File: src/design/rbsm_pkg.sv
// ---------------------------------------------------------------------------
// rbsm_pkg
// shared widths, register indexes, request flags and back-end states
// ---------------------------------------------------------------------------
`default_nettype none
package rbsm_pkg;

   localparam int TAN_W      = 48;
   localparam int ELEV_W     = 16;
   localparam int ALT_W      = 17;
   localparam int STEP_W     = 24;
   localparam int DELTA_W    = 18;
   localparam int FRAC_SHIFT = 24;
   localparam int NUM_W      = DELTA_W + FRAC_SHIFT;
   localparam int CNT_W      = 6;
   localparam int CSR_IDX_W  = 2;

   typedef enum logic [CSR_IDX_W-1:0] {
      CSR_REF_ALT         = 2'd0,
      CSR_RANGE_STEP      = 2'd1,
      CSR_TAN_LOWER_START = 2'd2,
      CSR_TAN_UPPER       = 2'd3
   } csr_index_type;

   // classified request handed from front to back
   typedef struct packed {
      logic signed [DELTA_W-1:0] delta;
      logic                      valid;
      logic                      last;
      logic                      first;
      logic                      rejected;
   } item_flags_type;

   localparam int FLAGS_W = $bits(item_flags_type);

   typedef enum logic [2:0] {
      ST_IDLE = 3'b001,
      ST_DIV  = 3'b010,
      ST_DONE = 3'b100
   } back_state_type;

endpackage
`default_nettype wire

File: src/design/rbsm_front.sv
// ---------------------------------------------------------------------------
// rbsm_front
// accepts requests, forms height delta and divisor, tracks profile distance
// ---------------------------------------------------------------------------
`default_nettype none
module rbsm_front
   import rbsm_pkg::*;
#(
   parameter int     DIST_W   = 36,
   parameter longint DIST_CAP = 1
) (
   input  wire logic                     clock,
   input  wire logic                     reset,
   input  wire logic                     accept,
   input  wire logic signed [ELEV_W-1:0] elevation,
   input  wire logic                     sample_valid,
   input  wire logic                     last_sample,
   input  wire logic signed [ALT_W-1:0]  ref_alt,
   input  wire logic        [STEP_W-1:0] range_step,
   output      item_flags_type           flags,
   output      logic        [DIST_W-1:0] divisor
);

   logic [DIST_W-1:0] dist_ff, dist_in;
   logic              in_profile_ff, in_profile_in;
   logic [DIST_W-1:0] dist_cur;
   logic [DIST_W:0]   dist_sum;

   // classification of the current request
   always_comb begin
      dist_cur       = in_profile_ff ? dist_ff : '0;
      divisor        = (dist_cur == '0) ? DIST_W'(256) : dist_cur;
      flags.delta    = DELTA_W'(elevation) - DELTA_W'(ref_alt);
      flags.valid    = sample_valid;
      flags.last     = last_sample;
      flags.first    = !in_profile_ff;
      flags.rejected = (range_step == '0) || (!in_profile_ff && last_sample);
   end

   // distance bookkeeping with saturation
   always_comb begin
      dist_sum      = {1'b0, dist_cur} + (DIST_W+1)'(range_step);
      dist_in       = dist_ff;
      in_profile_in = in_profile_ff;
      if (accept) begin
         if (dist_sum > (DIST_W+1)'(DIST_CAP)) dist_in = DIST_W'(DIST_CAP);
         else                                 dist_in = dist_sum[DIST_W-1:0];
         if (last_sample) dist_in = '0;
         in_profile_in = !last_sample;
      end
   end

   always_ff @(posedge clock) begin
      if (reset) begin
         dist_ff       <= '0;
         in_profile_ff <= 1'b0;
      end else begin
         dist_ff       <= dist_in;
         in_profile_ff <= in_profile_in;
      end
   end

endmodule
`default_nettype wire

File: src/design/rbsm_queue.sv
// ---------------------------------------------------------------------------
// rbsm_queue
// two-entry queue between the front and back parts
// ---------------------------------------------------------------------------
`default_nettype none
module rbsm_queue #(
   parameter int DATA_W = 8
) (
   input  wire logic              clock,
   input  wire logic              reset,
   input  wire logic              push,
   input  wire logic [DATA_W-1:0] push_data,
   output      logic              full,
   input  wire logic              pop,
   output      logic [DATA_W-1:0] pop_data,
   output      logic              empty
);

   logic [DATA_W-1:0] mem [2];
   logic              wr_ptr_ff, rd_ptr_ff;
   logic [1:0]        count_ff;

   assign full     = (count_ff == 2'd2);
   assign empty    = (count_ff == 2'd0);
   assign pop_data = mem[rd_ptr_ff];

   // storage
   always_ff @(posedge clock) begin
      if (push && !full) mem[wr_ptr_ff] <= push_data;
   end

   // pointers and fill count
   always_ff @(posedge clock) begin
      if (reset) begin
         wr_ptr_ff <= 1'b0;
         rd_ptr_ff <= 1'b0;
         count_ff  <= 2'd0;
      end else begin
         if (push && !full) wr_ptr_ff <= !wr_ptr_ff;
         if (pop && !empty) rd_ptr_ff <= !rd_ptr_ff;
         count_ff <= count_ff + 2'(push && !full) - 2'(pop && !empty);
      end
   end

endmodule
`default_nettype wire

File: src/design/rbsm_back.sv
// ---------------------------------------------------------------------------
// rbsm_back
// bit-serial tangent divider, beam and shadow test, result register
// ---------------------------------------------------------------------------
`default_nettype none
module rbsm_back
   import rbsm_pkg::*;
#(
   parameter int DIST_W = 36
) (
   input  wire logic                    clock,
   input  wire logic                    reset,
   input  wire logic                    q_empty,
   input  wire item_flags_type          q_flags,
   input  wire logic       [DIST_W-1:0] q_divisor,
   output      logic                    q_pop,
   input  wire logic signed [TAN_W-1:0] tan_lower_start,
   input  wire logic signed [TAN_W-1:0] tan_upper,
   input  wire logic                    rsp_pop,
   output      logic                    rsp_empty,
   output      logic                    rsp_masked,
   output      logic signed [TAN_W-1:0] rsp_look_tangent,
   output      logic                    rsp_rejected,
   output      logic                    rsp_end_of_profile
);

   back_state_type          state_ff, state_in;
   item_flags_type          flags_ff, flags_in;
   logic [DIST_W-1:0]       div_ff, div_in;
   logic [DIST_W-1:0]       rem_ff, rem_in;
   logic [NUM_W-1:0]        num_ff, num_in;
   logic [CNT_W-1:0]        cnt_ff, cnt_in;
   logic signed [TAN_W-1:0] lower_ff, lower_in;
   logic                    out_valid_ff, out_valid_in;
   logic                    masked_ff, masked_in;
   logic signed [TAN_W-1:0] tan_ff, tan_in;
   logic                    rej_ff, rej_in;
   logic                    eop_ff, eop_in;

   logic [DIST_W:0]         rem_t;
   logic                    ge;
   logic [DELTA_W-1:0]      abs_delta;
   logic signed [TAN_W-1:0] tan_c;
   logic signed [TAN_W-1:0] eff_lower;
   logic                    visible;
   logic                    out_free;

   assign rsp_empty          = !out_valid_ff;
   assign rsp_masked         = masked_ff;
   assign rsp_look_tangent   = tan_ff;
   assign rsp_rejected       = rej_ff;
   assign rsp_end_of_profile = eop_ff;

   always_comb begin
      // restoring divide step
      rem_t     = {rem_ff, num_ff[NUM_W-1]};
      ge        = (rem_t >= {1'b0, div_ff});
      abs_delta = q_flags.delta[DELTA_W-1] ? DELTA_W'(-q_flags.delta)
                                           : DELTA_W'(q_flags.delta);
      // signed quotient and visibility test
      tan_c     = flags_ff.delta[DELTA_W-1] ? -TAN_W'(num_ff) : TAN_W'(num_ff);
      eff_lower = flags_ff.first ? tan_lower_start : lower_ff;
      visible   = !flags_ff.rejected && flags_ff.valid
                  && (tan_c >= eff_lower) && (tan_c <= tan_upper);
      out_free  = !out_valid_ff || rsp_pop;

      state_in     = state_ff;
      flags_in     = flags_ff;
      div_in       = div_ff;
      rem_in       = rem_ff;
      num_in       = num_ff;
      cnt_in       = cnt_ff;
      lower_in     = lower_ff;
      out_valid_in = out_valid_ff && !rsp_pop;
      masked_in    = masked_ff;
      tan_in       = tan_ff;
      rej_in       = rej_ff;
      eop_in       = eop_ff;
      q_pop        = 1'b0;

      case (state_ff)
         ST_IDLE: begin
            if (!q_empty) begin
               q_pop    = 1'b1;
               flags_in = q_flags;
               div_in   = q_divisor;
               rem_in   = '0;
               num_in   = {abs_delta, {FRAC_SHIFT{1'b0}}};
               cnt_in   = '0;
               state_in = ST_DIV;
            end
         end
         ST_DIV: begin
            rem_in = ge ? DIST_W'(rem_t - {1'b0, div_ff}) : rem_t[DIST_W-1:0];
            num_in = {num_ff[NUM_W-2:0], ge};
            cnt_in = cnt_ff + 1'b1;
            if (cnt_ff == CNT_W'(NUM_W-1)) state_in = ST_DONE;
         end
         ST_DONE: begin
            if (out_free) begin
               out_valid_in = 1'b1;
               masked_in    = !visible;
               tan_in       = tan_c;
               rej_in       = flags_ff.rejected;
               eop_in       = flags_ff.last;
               lower_in     = visible ? tan_c : eff_lower;
               state_in     = ST_IDLE;
            end
         end
         default: state_in = ST_IDLE;
      endcase
   end

   always_ff @(posedge clock) begin
      if (reset) begin
         state_ff     <= ST_IDLE;
         out_valid_ff <= 1'b0;
         lower_ff     <= '0;
      end else begin
         state_ff     <= state_in;
         out_valid_ff <= out_valid_in;
         lower_ff     <= lower_in;
      end
   end

   always_ff @(posedge clock) begin
      flags_ff  <= flags_in;
      div_ff    <= div_in;
      rem_ff    <= rem_in;
      num_ff    <= num_in;
      cnt_ff    <= cnt_in;
      masked_ff <= masked_in;
      tan_ff    <= tan_in;
      rej_ff    <= rej_in;
      eop_ff    <= eop_in;
   end

endmodule
`default_nettype wire

File: src/design/radar_beam_shadow_mask_unit.sv
// ---------------------------------------------------------------------------
// radar_beam_shadow_mask_unit
// terrain shadow and beam-edge masking along a radial elevation profile
// ---------------------------------------------------------------------------
// usage:
//   requests (elevation, valid flag, last flag) enter on req_push while
//   req_full is low; one result per request leaves on rsp_* while
//   rsp_empty is low and is taken with rsp_pop.
//   csr_write sets ref_alt, range_step and the two beam-edge tangents;
//   write only while the block is idle.
// data path:
//   the front classifies a request in its accept cycle and queues it in a
//   two-entry queue. the back runs a one-bit-per-cycle restoring divider
//   over the 42-bit scaled height; each item passes load, 42 divide steps
//   and result, and the back takes the next request from the queue only
//   after the result of the last one has entered the output register.
// reset:
//   synchronous, active high; queue and result register empty, registers
//   at their default values, next request starts a profile.
// stall:
//   a result waits in the output register while rsp_pop is low; the back
//   holds its finished item and the queue fills, then req_full rises.
// ---------------------------------------------------------------------------
`default_nettype none
module radar_beam_shadow_mask_unit
   import rbsm_pkg::*;
#(
   parameter int MAX_PROFILE_SAMPLES = 4096
) (
   input  wire logic                     clock,
   input  wire logic                     reset,
   input  wire logic                     req_push,
   output      logic                     req_full,
   input  wire logic signed [ELEV_W-1:0] req_elevation,
   input  wire logic                     req_sample_valid,
   input  wire logic                     req_last_sample,
   output      logic                     rsp_empty,
   input  wire logic                     rsp_pop,
   output      logic                     rsp_masked,
   output      logic signed [TAN_W-1:0]  rsp_look_tangent,
   output      logic                     rsp_rejected,
   output      logic                     rsp_end_of_profile,
   input  wire logic                     csr_write,
   input  wire logic [CSR_IDX_W-1:0]     csr_index,
   input  wire logic [TAN_W-1:0]         csr_wdata
);

   localparam int  DIST_W   = $clog2(MAX_PROFILE_SAMPLES) + STEP_W;
   localparam longint DIST_CAP_L =
      longint'(MAX_PROFILE_SAMPLES - 1) * ((longint'(1) << STEP_W) - 1);
   localparam int  Q_W      = FLAGS_W + DIST_W;

   logic signed [ALT_W-1:0] ref_alt_ff;
   logic [STEP_W-1:0]       range_step_ff;
   logic signed [TAN_W-1:0] tan_lower_ff;
   logic signed [TAN_W-1:0] tan_upper_ff;

   item_flags_type    f_flags, q_flags;
   logic [DIST_W-1:0] f_div, q_div;
   logic [Q_W-1:0]    q_out;
   logic              accept, q_empty, q_pop;

   assign accept = req_push && !req_full;

   // configuration registers
   always_ff @(posedge clock) begin
      if (reset) begin
         ref_alt_ff    <= '0;
         range_step_ff <= STEP_W'(25600);
         tan_lower_ff  <= '0;
         tan_upper_ff  <= TAN_W'(65536);
      end else if (csr_write) begin
         case (csr_index_type'(csr_index))
            CSR_REF_ALT:         ref_alt_ff    <= csr_wdata[ALT_W-1:0];
            CSR_RANGE_STEP:      range_step_ff <= csr_wdata[STEP_W-1:0];
            CSR_TAN_LOWER_START: tan_lower_ff  <= csr_wdata;
            CSR_TAN_UPPER:       tan_upper_ff  <= csr_wdata;
            default: ;
         endcase
      end
   end

   rbsm_front #(
      .DIST_W   (DIST_W),
      .DIST_CAP (DIST_CAP_L)
   ) u_front (
      .clock        (clock),
      .reset        (reset),
      .accept       (accept),
      .elevation    (req_elevation),
      .sample_valid (req_sample_valid),
      .last_sample  (req_last_sample),
      .ref_alt      (ref_alt_ff),
      .range_step   (range_step_ff),
      .flags        (f_flags),
      .divisor      (f_div)
   );

   rbsm_queue #(
      .DATA_W (Q_W)
   ) u_queue (
      .clock     (clock),
      .reset     (reset),
      .push      (req_push),
      .push_data ({f_flags, f_div}),
      .full      (req_full),
      .pop       (q_pop),
      .pop_data  (q_out),
      .empty     (q_empty)
   );

   assign q_flags = q_out[Q_W-1:DIST_W];
   assign q_div   = q_out[DIST_W-1:0];

   rbsm_back #(
      .DIST_W (DIST_W)
   ) u_back (
      .clock              (clock),
      .reset              (reset),
      .q_empty            (q_empty),
      .q_flags            (q_flags),
      .q_divisor          (q_div),
      .q_pop              (q_pop),
      .tan_lower_start    (tan_lower_ff),
      .tan_upper          (tan_upper_ff),
      .rsp_pop            (rsp_pop),
      .rsp_empty          (rsp_empty),
      .rsp_masked         (rsp_masked),
      .rsp_look_tangent   (rsp_look_tangent),
      .rsp_rejected       (rsp_rejected),
      .rsp_end_of_profile (rsp_end_of_profile)
   );

endmodule
`default_nettype wire

File: config.mk
export PLATFORM = sky130hd
export DESIGN_NAME = radar_beam_shadow_mask_unit
export DESIGN_NICKNAME = d
export VERILOG_FILES = /design/src/design/rbsm_pkg.sv /design/src/design/rbsm_front.sv /design/src/design/rbsm_queue.sv /design/src/design/rbsm_back.sv /design/src/design/radar_beam_shadow_mask_unit.sv
export SDC_FILE = /design/constraint.sdc
export NUM_CORES = 1
export LEC_CHECK = 0
export BUFFER_PORTS_ARGS = -buffer_cell sky130_fd_sc_hd__buf_2
export CAP_MARGIN = 20
export CORE_MARGIN = 2
export CORE_UTILIZATION = 60
export DETAILED_ROUTE_END_ITERATION = 10
export PLACE_DENSITY = 0.8
export REMOVE_ABC_BUFFERS = 1
export SLEW_MARGIN = 15
export SYNTH_ARGS = -nofsm -noshare
export SYNTH_HDL_FRONTEND = slang
export SYNTH_HIERARCHICAL = 1
export SYNTH_SLANG_ARGS = --single-unit
File: constraint.sdc
create_clock -name clock -period 21.4 [get_ports clock]
set_clock_uncertainty 0.05 [all_clocks]
set_input_delay 4.28 -clock clock [delete_from_list [all_inputs] [get_ports clock]]
set_output_delay 4.28 -clock clock [all_outputs]
set_load 0.05 [all_outputs]
After elaboration in Yosys (flattened, before gate mapping)
Memories as Yosys holds them, arrays and structs flattened. A register that Yosys moved wholly into a read port is not among the register bits. Index checks and enable logic that the tools add are counted.

Bits in registers: 423. Memories: 1. Word-level logic and storage cells: 109. Output and inout bits: 53. Input port bits: 73. Memory bits (writable): 116.

Order comparisons: 4. Bitwise gates (word level): 1. Muxes and demuxes: 27. Reduce and logical (&&, ||, !) cells: 32. Add/sub/neg operators: 8. Eq/ne operators: 11.

Memories: u_queue.mem (words 2, bits a word 58, rd ports 1, clocked after Yosys merged registers in 1, write ports 1, line rbsm_queue.sv:19) `logic [DATA_W-1:0] mem [2];`.

Operators with widths (number): 36-bit 2-to-1 mux (6); 48-bit 2-to-1 mux (3); 42-bit case mux with 2 select lines (1); 36-bit case mux with 2 select lines (1); 48-bit >= comparator (1); 48-bit <= comparator (1); 42-bit negator with 48-bit output (1); 42-bit 2-to-1 mux (1); 36-bit by 24-bit adder with 37-bit output (1); 37-bit by 36-bit >= comparator with 1-bit output (1); 37-bit by 36-bit greater-than comparator with 1-bit output, second input constant (1); 36-bit logical NOT (1); 36-bit subtractor (1); 24-bit logical NOT (1); 18-bit 2-to-1 mux (1); 18-bit negator (1); 16-bit by 17-bit subtractor with 18-bit output (1); 2-bit AND reduction (7); 6-bit case mux with 2 select lines (1); 1-bit logical NOT (10); 3-bit 2-to-1 mux (3); 3-bit case mux with 3 select lines (1); 1-bit 2-to-1 mux (8); 1-bit logical AND (7); 17 further kinds (22).

Longest topological paths before layout
Depth after elaboration: 6. Gate-level depth with buffers: 23. Gate-level depth less buffers: 19.

Hierarchy
Netlist, hierarchy kept.

Modules (own cells, without submodules): rbsm_back (times used 1, area an instance 14833.0 um^2, cells an instance 1527); radar_beam_shadow_mask_unit (times used 1, area an instance 5536.6 um^2, cells an instance 506); rbsm_queue (times used 1, area an instance 4499.3 um^2, cells an instance 208); rbsm_front (times used 1, area an instance 4449.3 um^2, cells an instance 624).

Worst setup path after synthesis
OpenSTA, ideal clock, no wires.

Kind: input to register. From: input req_push. To: memory u_queue/mem[0][0] (netlist bit), enable pin. Path slack: 13.845 ns. Cell stages on the path: 2. Arrival time: 7.024 ns. Setup time: 0.481 ns. Required time: 20.869 ns. Cells stage by stage: and2_1 > nor2b_1.

Longest elaborated chain between the ends: 3.

RTL lines: start, declared (line radar_beam_shadow_mask_unit.sv:32) `input wire logic req_push,`; 1-bit logical AND (line rbsm_queue.sv:29) `if (push && !full) mem[wr_ptr_ff] <= push_data;`; 1-bit 2-to-1 mux (line rbsm_queue.sv:29); 1-bit 2-to-1 mux (not written as such) (line rbsm_queue.sv:29); end, declared (line rbsm_queue.sv:19).

No other way between the ends.

Worst setup path after layout
From: register u_back.num_ff[10]. To: register u_back.lower_ff[1].

Longest elaborated chain between the ends: 6. Elaborated cells on any way between the ends: 7.

RTL lines: start, declared (line rbsm_back.sv:31) `logic [NUM_W-1:0] num_ff, num_in;`; start signal, assigned (line rbsm_back.sv:130) `num_ff <= num_in;`; 42-bit negator with 48-bit output (*) (line rbsm_back.sv:61) `tan_c = flags_ff.delta[DELTA_W-1] ? -TAN_W'(num_ff) : TAN_W'(num_ff);`; 48-bit 2-to-1 mux (*) (line rbsm_back.sv:61); net u_back.tan_c[37] (line rbsm_back.sv:43) `logic signed [TAN_W-1:0] tan_c;`; 48-bit >= comparator (line rbsm_back.sv:64) `&& (tan_c >= eff_lower) && (tan_c <= tan_upper);`; 1-bit logical AND (line rbsm_back.sv:64); 1-bit logical AND (*) (line rbsm_back.sv:64); 48-bit 2-to-1 mux (*) (line rbsm_back.sv:106) `lower_in = visible ? tan_c : eff_lower;`; end signal, assigned (line rbsm_back.sv:122) `lower_ff <= lower_in;`; end, declared (line rbsm_back.sv:33) `logic signed [TAN_W-1:0] lower_ff, lower_in;`.

The timed path passes the listed nets; every way through them passes the cells marked *. A chain may end at the register's enable or synchronous reset.

==> flow_summary.ini <==
[clocking]
post_cts_resized = 0
cts-hold-fix-buffers = 0
cts_num_sinks = 523
htree_num_levels = 2
cts_buffers = 54
clk_path_buf_depth = 3
clk_pin_slew_ps = 60
cts-root-buf = clkbuf_16
cts_tree = built
clk_latency_ps = 630
cts_setup_buffers = 0

[floorplanning]
coreArea_um2 = 48550
start_util = 0.6039
num_rows = 81
fp.dieH_um = 225.1
io_pins = 126
dieArea_um2 = 50650
dieWidth_um = 225.1

[placement]
io_buffers = 125
dp.cells = 3487
dp_hpwl_um = 54230
post-place-ws_ps = 14090
gp_congestion = 0.9301

[synth]
yosysMostFrequentCell = edfxtp_1
synthTopCellsByArea = edfxtp_1 30%, dfxtp_1 16%, ha_1 7.6%, mux2i_1 6.4%, nand2b_1 4.1%
yosysWarnings = 6
synth-seq-cells = 523
synth_common_cells = 292 x edfxtp_1, 231 x dfxtp_1, 198 x nand2_1
synth_compound_area_frac = 0.1240
synth.area.mux_share = 0.09056
synth_fa_ha_area_frac = 0.07844
synth_edf_count = 292
async_flop_share = 0
synthSimpleGateAreaFrac = 0.1704
ys_types = 85
synth_top_area_share = 0.2991
yosysSeqAreaShare = 0.4568
ys.flop_type = edfxtp_1
synth_xor_area_frac = 0.03794
syn_avg_cell_area_um2 = 10.23
syn_inst = 2865
syn_area_um2 = 29320
synth_top_family_by_area = simple AND/OR/NAND/NOR gates
yosysTopAreaCell = edfxtp_1

[power_and_ir_drop]
p_leak_nw = 12.62
finalPower_mw = 4.314
power.density_nw_per_um2 = 133.4
peakVddDrop_mv = 0.08766

[detailed_routing]
wl_met2_um = 34590
drt-total-wl_um = 76970
avgRoutedWirePerCell_um = 21.44
drc = 0
top_layer = met4
routed-via-count = 22450
met3_wirelength_um = 6414
met1_length_um = 33450
dr.pass1.iters = 7
drtIter0Drc = 2083
ant_nets = 0
avgViaCountPerCell = 6.254

[global_routing]
grt_pass1_vias = 21910
grt_overflow = 0
antenna_found_initial = 1
grt_pass1_wl_um = 120800
grt_use_total = 0.3037
grt_max_degree = 98

[outcome]
status = finished, final reports clean

[setup_path]
cp.required_ps = 21800
crit_path_cell_trace = or4_4 > nor4_4 > or4b_4 > or3_1 > or3_1 > o41ai_2 > xnor2_1 > ha_1 > a21o_1 > a21o_1 > a221oi_1 > nor3_1 > nor4_1 > mux2i_2 > buf_4 > nor2_1 > inv_1 > o311ai_0
crit_type = flip-flop to flip-flop
startpoint_type = flip-flop
critPathMaxStageDelay_ps = 710
path_max_fanout = 26
slowest_stage = inv_1
end_kind = flip-flop
cp.arrival_ps = 7370
reg2reg_setup_slack_ps = 14430

[finish]
drive_gt1_frac = 0.1193
antenna_cells = 0
area_growth_syn_to_layout_pct = 10.26
instances_no_fill = 3590
fin_nets = 3177

[sta]
fin_ws_ps = 14430
whs_ps = 384.6
maxSlewHeadroom = 0.2215
min_period_ps = 6971
worst_pin_slew_ps = 1165
hold_viol = 0
setup_viol = 0
finalCritPeriodShare = 0.3258
drv_slew = 0
final.setup.tns_ps = 0
rsz0062_at_grt = false
max_freq_mhz = 143.4

[worst_hold_path]
hold_path.class = flip-flop to flip-flop

[run]
drv_cap = 0
[final cells by class]
cell class / count / area, um2
multi-input cells: 2045 / 14750
fillers: 3674 / 16220
flip-flops and latches: 523 / 13390
clock buffers: 69 / 1511
repair buffers: 153 / 862.1
clock inverters: 33 / 484.2
inverters: 145 / 544.3
well taps: 622 / 778.2
[state kept, by name, indices dropped and copies added (netlist names), 2 cells and up, named ones only]
| signal | cells |
|---|---|
| range_step_ff | 24 |
| ref_alt_ff | 17 |
| tan_lower_ff | 48 |
| tan_upper_ff | 48 |
| u_back/cnt_ff | 6 |
| u_back/div_ff | 36 |
| u_back/flags_ff | 5 |
| u_back/lower_ff | 48 |
| u_back/num_ff | 42 |
| u_back/rem_ff | 36 |
| u_back/rsp_look_tangent | 48 |
| u_back/state_ff | 3 |
| u_front/dist_ff | 36 |
| u_queue/count_ff | 2 |
| u_queue/mem | 116 |
[worst paths after layout]
check	start	end	depth (start not counted)
worst max-delay path	u_back/num_ff[10]	u_back/lower_ff[1]	18
worst min-delay path	u_back/flags_ff[2]	u_back/rsp_end_of_profile	0
worst max register to register	u_back/num_ff[10]	u_back/lower_ff[1]	18
worst min register to register	u_back/flags_ff[2]	u_back/rsp_end_of_profile	0
[power by group]
group | switching (mW) | total (mW) | internal, mW
registers | 0.123 | 1.45 | 1.32
clock network | 0.413 | 1.05 | 0.635
logic | 1.14 | 1.82 | 0.675
[cells by family (layout without fill, tap and decap cells)]
kind of cell	count (synthesis)	count (layout)
AO/OA/AOI/OAI	563	563
flip-flops	523	523
AND/OR/NAND/NOR	923	923
buffers and inverters	297	400
multiplexers	250	250
adder cells (fa/ha/maj)	182	182
XOR/XNOR	127	127
[worst max-delay path: cells and delay by family (launching register included)]
family	cells	cell delay [ps]
XOR/XNOR	1	280
buffers and inverters	2	1070
flip-flops	1	440
multiplexers	1	270
AO/OA/AOI/OAI	5	1230
adder cells (fa/ha/maj)	1	340
AND/OR/NAND/NOR	8	3100
[layer usage]
metal / global-route usage / vias up
met4: 0.1070 / 0
li1: - / 10530
met3: 0.05293 / 171
met2: 0.4806 / 1023
met1: 0.4213 / 10730
met5: 0 / -
[cell usage in the layout, fill, tap and decap left out, types with 18 or more instances in the layout]
cell type  count
edfxtp_1     292
dfxtp_1      230
nand2_1      198
nand2b_1     193
mux2i_1      187
ha_1         179
a21oi_1      160
inv_1        143
buf_2        124
o21ai_0      119
xnor2_1       92
nor2_1        91
and2_1        84
nand3_1       81
nor3_1        58
clkbuf_16     57
a21o_1        54
nand4_1       54
o211ai_1      53
mux2_2        42
or3_1         41
xor2_1        35
o31ai_1       29
nor4_1        29
buf_4         27
mux2_4        20
a211oi_1      19
and3_1        18
a31oi_1       18
[through the flow]
stage / area [um2] / utilization
floorplan: 28630 / -
global placement: 30300 / 0.6242
detailed placement: 30300 / 0.6242
CTS: 32300 / 0.6654
global route: 32330 / 0.6659
finish: 32330 / 0.6659
Note: power is estimated with default switching activity, not from simulation.
